## config.mk

```make
export PLATFORM = sky130hd
export DESIGN_NAME = bcel_log
export DESIGN_NICKNAME = d
export VERILOG_FILES = /design/src/sv/bcel_pkg.sv /design/src/sv/bcel_log.sv
export SDC_FILE = /design/constraint.sdc
export NUM_CORES = 2
export LEC_CHECK = 0
export ABC_AREA = 0
export BUFFER_PORTS_ARGS = -buffer_cell sky130_fd_sc_hd__buf_2
export CAP_MARGIN = 20
export CORE_MARGIN = 3
export CORE_UTILIZATION = 39
export DETAILED_ROUTE_END_ITERATION = 8
export PLACE_DENSITY = 0.6
export SETUP_SLACK_MARGIN = 0.2
export SLEW_MARGIN = 20
export SYNTH_ARGS = -nofsm -noshare
export SYNTH_HDL_FRONTEND = slang
export SYNTH_SLANG_ARGS = --single-unit
```

## constraint.sdc

```tcl
create_clock -name i_clk -period 21.3 [get_ports i_clk]
set_input_delay 1.065 -clock i_clk [delete_from_list [all_inputs] [get_ports i_clk]]
set_output_delay 1.065 -clock i_clk [all_outputs]
set_load 0.03 [all_outputs]
```

## src/sv/bcel_pkg.sv

```systemverilog
// Shared constants for the binary cross-entropy loss block.
`default_nettype none
package bcel_pkg;
    localparam int LOG_FRAC = 30;           // fraction bits of the log datapath
    localparam int NL_W     = 35;           // width of a -ln result in Q.30
    localparam int LO_W     = 18;           // low slice width for split products
    localparam int CNT_W    = 21;           // element_count width
    localparam int LN2_W    = 28;
    localparam logic [LN2_W-1:0] LN2_Q28 = 28'd186065279;
endpackage
`default_nettype wire

```

## src/sv/bcel_log.sv

```systemverilog
// Serial -ln unit: one squaring step per cycle, then a split ln2 multiply.
`default_nettype none
module bcel_log
    import bcel_pkg::*;
#(
    parameter int FRAC_BITS = 16
) (
    input  wire logic                 i_clk,
    input  wire logic                 i_rst_n,
    input  wire logic                 i_start,
    input  wire logic [FRAC_BITS-1:0] i_x,
    output logic                      o_busy,
    output logic [NL_W-1:0]           o_nl
);
    localparam int H_W  = $clog2(FRAC_BITS);
    localparam int ACC_W = NL_W + LN2_W;

    typedef enum logic [3:0] {
        L_IDLE = 4'b0001,
        L_SQ   = 4'b0010,
        L_MLO  = 4'b0100,
        L_MHI  = 4'b1000
    } t_lstate;

    t_lstate r_state, n_state;
    logic [4:0]           r_step;
    logic [H_W-1:0]       r_h;
    logic [LOG_FRAC:0]    r_m;
    logic [LOG_FRAC-1:0]  r_frac;
    logic [ACC_W-1:0]     r_acc;

    logic [H_W-1:0]         h;
    logic [2*LOG_FRAC+1:0]  sq;
    logic [LOG_FRAC+1:0]    m2;
    logic [NL_W-1:0]        whole;
    logic [NL_W-1:0]        nl2;
    logic [LO_W+LN2_W-1:0]  prod_lo;
    logic [NL_W-LO_W+LN2_W-1:0] prod_hi;

    always_comb begin
        h = '0;
        for (int i = 0; i < FRAC_BITS; i++) begin
            if (i_x[i]) h = H_W'(i);
        end
        sq      = r_m * r_m;
        m2      = sq[2*LOG_FRAC+1:LOG_FRAC];
        whole   = NL_W'(FRAC_BITS) - NL_W'(r_h);
        nl2     = (whole << LOG_FRAC) - NL_W'(r_frac);
        prod_lo = nl2[LO_W-1:0] * LN2_Q28;
        prod_hi = nl2[NL_W-1:LO_W] * LN2_Q28;
    end

    always_comb begin
        n_state = r_state;
        unique case (r_state)
            L_IDLE: if (i_start) n_state = L_SQ;
            L_SQ:   if (r_step == '0) n_state = L_MLO;
            L_MLO:  n_state = L_MHI;
            L_MHI:  n_state = L_IDLE;
            default: n_state = L_IDLE;
        endcase
    end

    always_ff @(posedge i_clk) begin
        if (!i_rst_n) begin
            r_state <= L_IDLE;
        end else begin
            r_state <= n_state;
        end
    end

    always_ff @(posedge i_clk) begin
        if (r_state == L_IDLE && i_start) begin
            r_h    <= h;
            r_m    <= (LOG_FRAC + 1)'(i_x) << (LOG_FRAC - int'(h));
            r_step <= 5'(LOG_FRAC - 1);
        end else if (r_state == L_SQ) begin
            // renormalize to [1,2) and shift the fraction bit in
            r_m    <= m2[LOG_FRAC+1] ? m2[LOG_FRAC+1:1] : m2[LOG_FRAC:0];
            r_frac <= {r_frac[LOG_FRAC-2:0], m2[LOG_FRAC+1]};
            r_step <= r_step - 1'b1;
        end else if (r_state == L_MLO) begin
            r_acc <= ACC_W'(prod_lo);
        end else if (r_state == L_MHI) begin
            r_acc <= r_acc + (ACC_W'(prod_hi) << LO_W) + (ACC_W'(1) << (LN2_W - 1));
        end
    end

    assign o_busy = (r_state != L_IDLE);
    assign o_nl   = r_acc[ACC_W-1:LN2_W];
endmodule
`default_nettype wire

```

* After elaboration in Yosys (flattened, before gate mapping)
Index checks and enable logic that the tools add are counted.
** Cells by class
- Equal/unequal tests :: 7
- Bitwise operators :: 2
- Multipliers :: 3
- Shift operators :: 1
- Reduce and logical (&&, ||, !) cells :: 7
- Add/subtract/negate cells :: 6
- Multiplexer cells :: 23
** Operator list (count)
- 2-to-1 mux 31 bit :: 3
- adder 63 x 28 -> 63 bit (second input constant) :: 1
- adder 63 bit :: 1
- 2-to-1 mux 63 bit :: 1
- multiplier 31 x 31 -> 62 bit :: 1
- 2-to-1 mux 4 bit :: 14
- multiplier 18 x 28 -> 46 bit (second input constant) :: 1
- 2-to-1 mux 46 bit :: 1
- multiplier 17 x 28 -> 45 bit (second input constant) :: 1
- subtractor 35 x 30 -> 35 bit :: 1
- << shifter 16 x 32 -> 31 bit :: 1
- case mux 4 bit (3 select lines) :: 1
- subtractor 5 x 4 -> 6 bit (first input constant) :: 1
- logical NOT 5 bit :: 1
- subtractor 5 x 1 -> 5 bit (second input constant) :: 1
- subtractor 5 x 4 -> 5 bit (first input constant) :: 1
- equality test 4 x 1 -> 1 bit (second input constant) :: 1
- equality test 4 x 2 -> 1 bit (second input constant) :: 1
- equality test 4 x 3 -> 1 bit (second input constant) :: 1
- equality test 4 bit (second input constant) :: 1
- 2-to-1 mux 2 bit :: 2
- inequality test 2 bit (second input constant) :: 2
- inequality test 4 x 1 -> 1 bit (second input constant) :: 1
- AND reduction 2 bit :: 2
- other kinds (5) :: 7
** Word-level totals
- Bits in registers :: 137
- Word-level logic and storage cells :: 56
- Output and inout port bits :: 36
- Bits of input ports :: 19

* Depth between registers and ports, before layout
- Word-level depth :: 18
- Gate-level depth with buffers :: 48
- Gate-level depth less buffers :: 47

* Least setup slack after synthesis
Ideal clock, no wire load.
- Kind :: register to register
- Start :: register r_frac[0]
- End :: register r_acc[62] (data pin)
- Required time :: 21.034 ns
- Path buffers :: 1
- Slack :: 10.438 ns
- Library setup time :: 0.266 ns
- Arrival :: 10.596 ns
- Cell stages (with the launch flop) :: 41
- Path through :: edfxtp_1 > clkbuf_1 > inv_1 > ha_1 > and3_1 > nand2_1 > or3_1 > or4_1 > or4_1 > nor2_1 > xnor2_1 > fa_1 > inv_1 > fa_1 > fa_1 > fa_1 > fa_1 > inv_1 > [... 5 more ...] > o21ai_0 > o31ai_1 > a21oi_1 > o21ai_0 > a21oi_1 > o211ai_1 > or4b_2 > o311ai_0 > ha_1 > ha_1 > inv_1 > or4_1 > a211oi_1 > nor3_1 > nor3_1 > xnor2_1 > xnor2_1 > nor2_1
** Between the ends
- Word-level cells in the longest chain between the ends :: 5
** Ends and longest elaborated chain
- start, declared :: line bcel_log.sv:29 : logic [LOG_FRAC-1:0] r_frac;
- start signal, assigned :: line bcel_log.sv:80 : r_frac <= {r_frac[LOG_FRAC-2:0], m2[LOG_FRAC+1]};
- subtractor 35 x 30 -> 35 bit :: line bcel_log.sv:48 : nl2 = (whole << LOG_FRAC) - NL_W'(r_frac);
- multiplier 17 x 28 -> 45 bit :: line bcel_log.sv:50 : prod_hi = nl2[NL_W-1:LO_W] * LN2_Q28;
- adder 63 bit :: line bcel_log.sv:85 : r_acc <= r_acc + (ACC_W'(prod_hi) << LO_W) + (ACC_W'(1) << (LN2_W - 1));
- adder 63 x 28 -> 63 bit :: line bcel_log.sv:85
- 2-to-1 mux 63 bit :: line bcel_log.sv:84 : end else if (r_state == L_MHI) begin
- end signal, assigned :: line bcel_log.sv:83 : r_acc <= ACC_W'(prod_lo);
- end signal, assigned :: line bcel_log.sv:85
- end, declared :: line bcel_log.sv:30 : logic [ACC_W-1:0] r_acc;
No other way between the ends. The select of a mux whose other input is x is not followed.
A chain may end at the register's enable or synchronous reset.

* Worst setup path in the final report
Same ends and word-level chain as after synthesis.

==> flow_summary.yaml <==
synth:
  async_flop_share_pct: 0
  syn_inst: 5417
  syn_nets: 7216
  netlist_area_mm2: 0.0511
  yosysSeqAreaShare_pct: 6.81
  synth_ff_type: "edfxtp_1"
  yosys_warnings: 0
  synth_area_per_cell_um2: 9.44
  synth.distinct_cells: 80
  ys_ff_latch: 119
  synth_edf_count: 110
global_route:
  track_usage_pct: 20.6
  overflow: 0
  grt_first_pass_wirelength_mm: 218
  grt_max_degree: 46
  antenna_found_initial: 14
  first_global_vias: 38876
sta:
  fin_skew_ns: 0.0194
  worst_pin_slew_ns: 1.08
  hold_ws_ns: 0.492
  setup_viol: 0
  slew_violations: 0
  fmax_mhz: 81.7
  slew_headroom_pct: 27.8
  period_share_pct: 57.5
  min_period_ns: 12.24
  finalHoldViolCount: 0
  rsz0062_at_grt: "no"
  tns_ns: 0
clocking:
  h-tree-depth: 4
  cts_root_buffer: "clkbuf_16"
  cts_hold_buf: 0
  cts_buffers: 17
  cts_resized: 0
  cts_setup_buffers: 0
  clkTransAtPathRegs_ns: 0.06
  cts_tree: "done"
  cts_buffer_depth: 2
  clk_latency_ns: 0.47
  clock_sinks: 119
placement:
  dp_hpwl_mm: 113
  numPortBuffers: 54
  place_congestion: 0.941
setup_path:
  crit_arrival_ns: 12.44
  cp_slowest_stage_delay_ns: 0.62
  slowest_stage: "fa_1"
  path_buf_inv: 6
  path_class: "reg2reg"
  worst_path_dominant_cell_family: "adder cells"
  r2r_start: "r_frac[0]"
  worstRegToRegCells: 40
  crit_path_end_kind: "flop"
  crit_required_ns: 21.50
  path_max_fanout: 12
  start_kind: "flop"
  reg2reg_to: "r_acc[62]"
  r2r_slack_ns: 9.06
cells_and_area:
  final_cell_mix: "1457 x inv_1, 1072 x fa_1, 708 x ha_1"
  final_common_cell: "inv_1"
  area_growth_pct: 5.38
  post-route-util_pct: 41.5
  drive_above_1_share_pct: 3.43
  fin_nets: 7177
min_path:
  holdPathEnd: "r_step[0]"
  hold_depth: 2
  min_path_type: "reg2reg"
  hp-start: "r_step[0]"
floorplan:
  start_util_pct: 39.4
  dieArea_mm2: 0.136
  die_w_um: 368
  fp-row-count: 132
  core_mm2: 0.130
  pin_count: 55
  die_h_um: 368
outcome:
  status: "completed"
run:
  maxCapViolations: 0
route:
  dr_total_vias: 36020
  wl_per_cell_um: 19.0
  antenna_left: 0
  dr.pass1.iters: 7
  drc: 0
  drt_iter0_drc: 2121
  routed_wirelength_mm: 136
  viasPerCell: 5.04
-- flip-flops by register name, indices dropped and copies added, names as in the netlist --
name / flops
r_acc: 45
r_frac: 30
r_h: 4
r_m: 31
r_state: 4
r_step: 5
-- kinds of logic after synthesis --
group	synth area share, %
AO/OA/AOI/OAI	7.58
adder cells (fa/ha/maj)	59.3
buffers and inverters	12.4
XOR/XNOR	3.22
AND/OR/NAND/NOR	9.81
flip-flops	6.81
multiplexers	0.949
-- cell type report --
cell class                 instances  area, um^2
fill                           12892       75900
multi-input combinational       3658       41400
inverter                        1466        5500
sequential                       119        3480
tap                             1742        2180
timing repair buffer             116         736
clock buffer                      18         429
clock inverter                    14         166
antenna                           11        27.5
-- per-stage QoR --
stage          std cells  worst slack, ns  area [um^2]
2_1_floorplan       5417            10.44        51100
3_3_place_gp        7101             9.40        53300
3_5_place_dp        7101             9.10        53300
4_1_cts             7133             9.07        53900
5_1_grt             7140             8.02        53900
6_report            7144             9.06        53900
-- worst max path at each step --
stage | startpoint | end | slack, ns | depth (start not counted)
floorplan | r_frac[0] | r_acc[62] | 10.44 | 40
global placement | r_frac[0] | r_acc[62] | 9.40 | 41
detailed placement | r_frac[0] | r_acc[62] | 9.10 | 43
CTS | r_frac[0] | r_acc[62] | 9.07 | 43
global route | r_frac[0] | r_acc[62] | 8.02 | 43
finish | r_frac[0] | r_acc[62] | 9.06 | 40
-- metal layers --
layer  wire length, um  global-route usage, %  vias up  share of wire, %
li1                  -                      -    16653                 -
met1             60700                   28.8    18417                45
met2             65400                   34.3      806                48
met3              6830                   2.52      140               5.0
met4              2830                   4.75        4               2.1
met5                28                      0        -             0.021
-- cells in the mapped netlist, types with 6 or more instances --
| cell | instances | area (um^2) |
|---|---|---|
| nor4_1 | 14 | 87.6 |
| and3_1 | 18 | 113 |
| ha_1 | 708 | 8860 |
| o21a_1 | 23 | 173 |
| o21bai_1 | 26 | 195 |
| nor2b_1 | 23 | 144 |
| a31oi_1 | 15 | 93.8 |
| clkinv_1 | 6 | 22.5 |
| inv_1 | 1457 | 5470 |
| nand3_1 | 57 | 285 |
| o221ai_1 | 11 | 96.3 |
| o211ai_1 | 12 | 90.1 |
| nand2_1 | 375 | 1410 |
| o22ai_1 | 7 | 43.8 |
| fa_1 | 1072 | 21500 |
| o31a_1 | 6 | 52.6 |
| dfxtp_1 | 9 | 180 |
| mux2i_1 | 44 | 440 |
| buf_2 | 6 | 30.0 |
| a21oi_1 | 192 | 961 |
| xor2_1 | 72 | 631 |
| nand2b_1 | 22 | 138 |
| a211o_1 | 11 | 96.3 |
| xnor2_1 | 116 | 1020 |
| a21o_1 | 101 | 758 |
| a211oi_1 | 18 | 135 |
| nor2_1 | 204 | 766 |
| o31ai_1 | 12 | 90.1 |
| buf_4 | 39 | 293 |
| and2_1 | 180 | 1130 |
| or4_1 | 6 | 45.0 |
| nor3_1 | 54 | 270 |
| o21ai_0 | 98 | 490 |
| and4_1 | 6 | 52.6 |
| edfxtp_1 | 110 | 3300 |
| buf_1 | 6 | 22.5 |
| clkbuf_1 | 122 | 458 |
| or3_1 | 18 | 113 |
| nand4_1 | 30 | 188 |
| or2_2 | 14 | 87.6 |
-- worst reg2reg max path: cells and delay by family, from the launching register on --
| family | cells | cell delay (ns) |
|---|---|---|
| buffers and inverters | 6 | 0.49 |
| AND/OR/NAND/NOR | 14 | 4.04 |
| XOR/XNOR | 3 | 0.65 |
| flip-flops | 1 | 0.61 |
| adder cells (fa/ha/maj) | 10 | 4.35 |
| AO/OA/AOI/OAI | 7 | 1.85 |
Power is left out: the tool's default activity adds up to more than one toggle a clock period on the data nets, which glitch-free logic cannot reach.
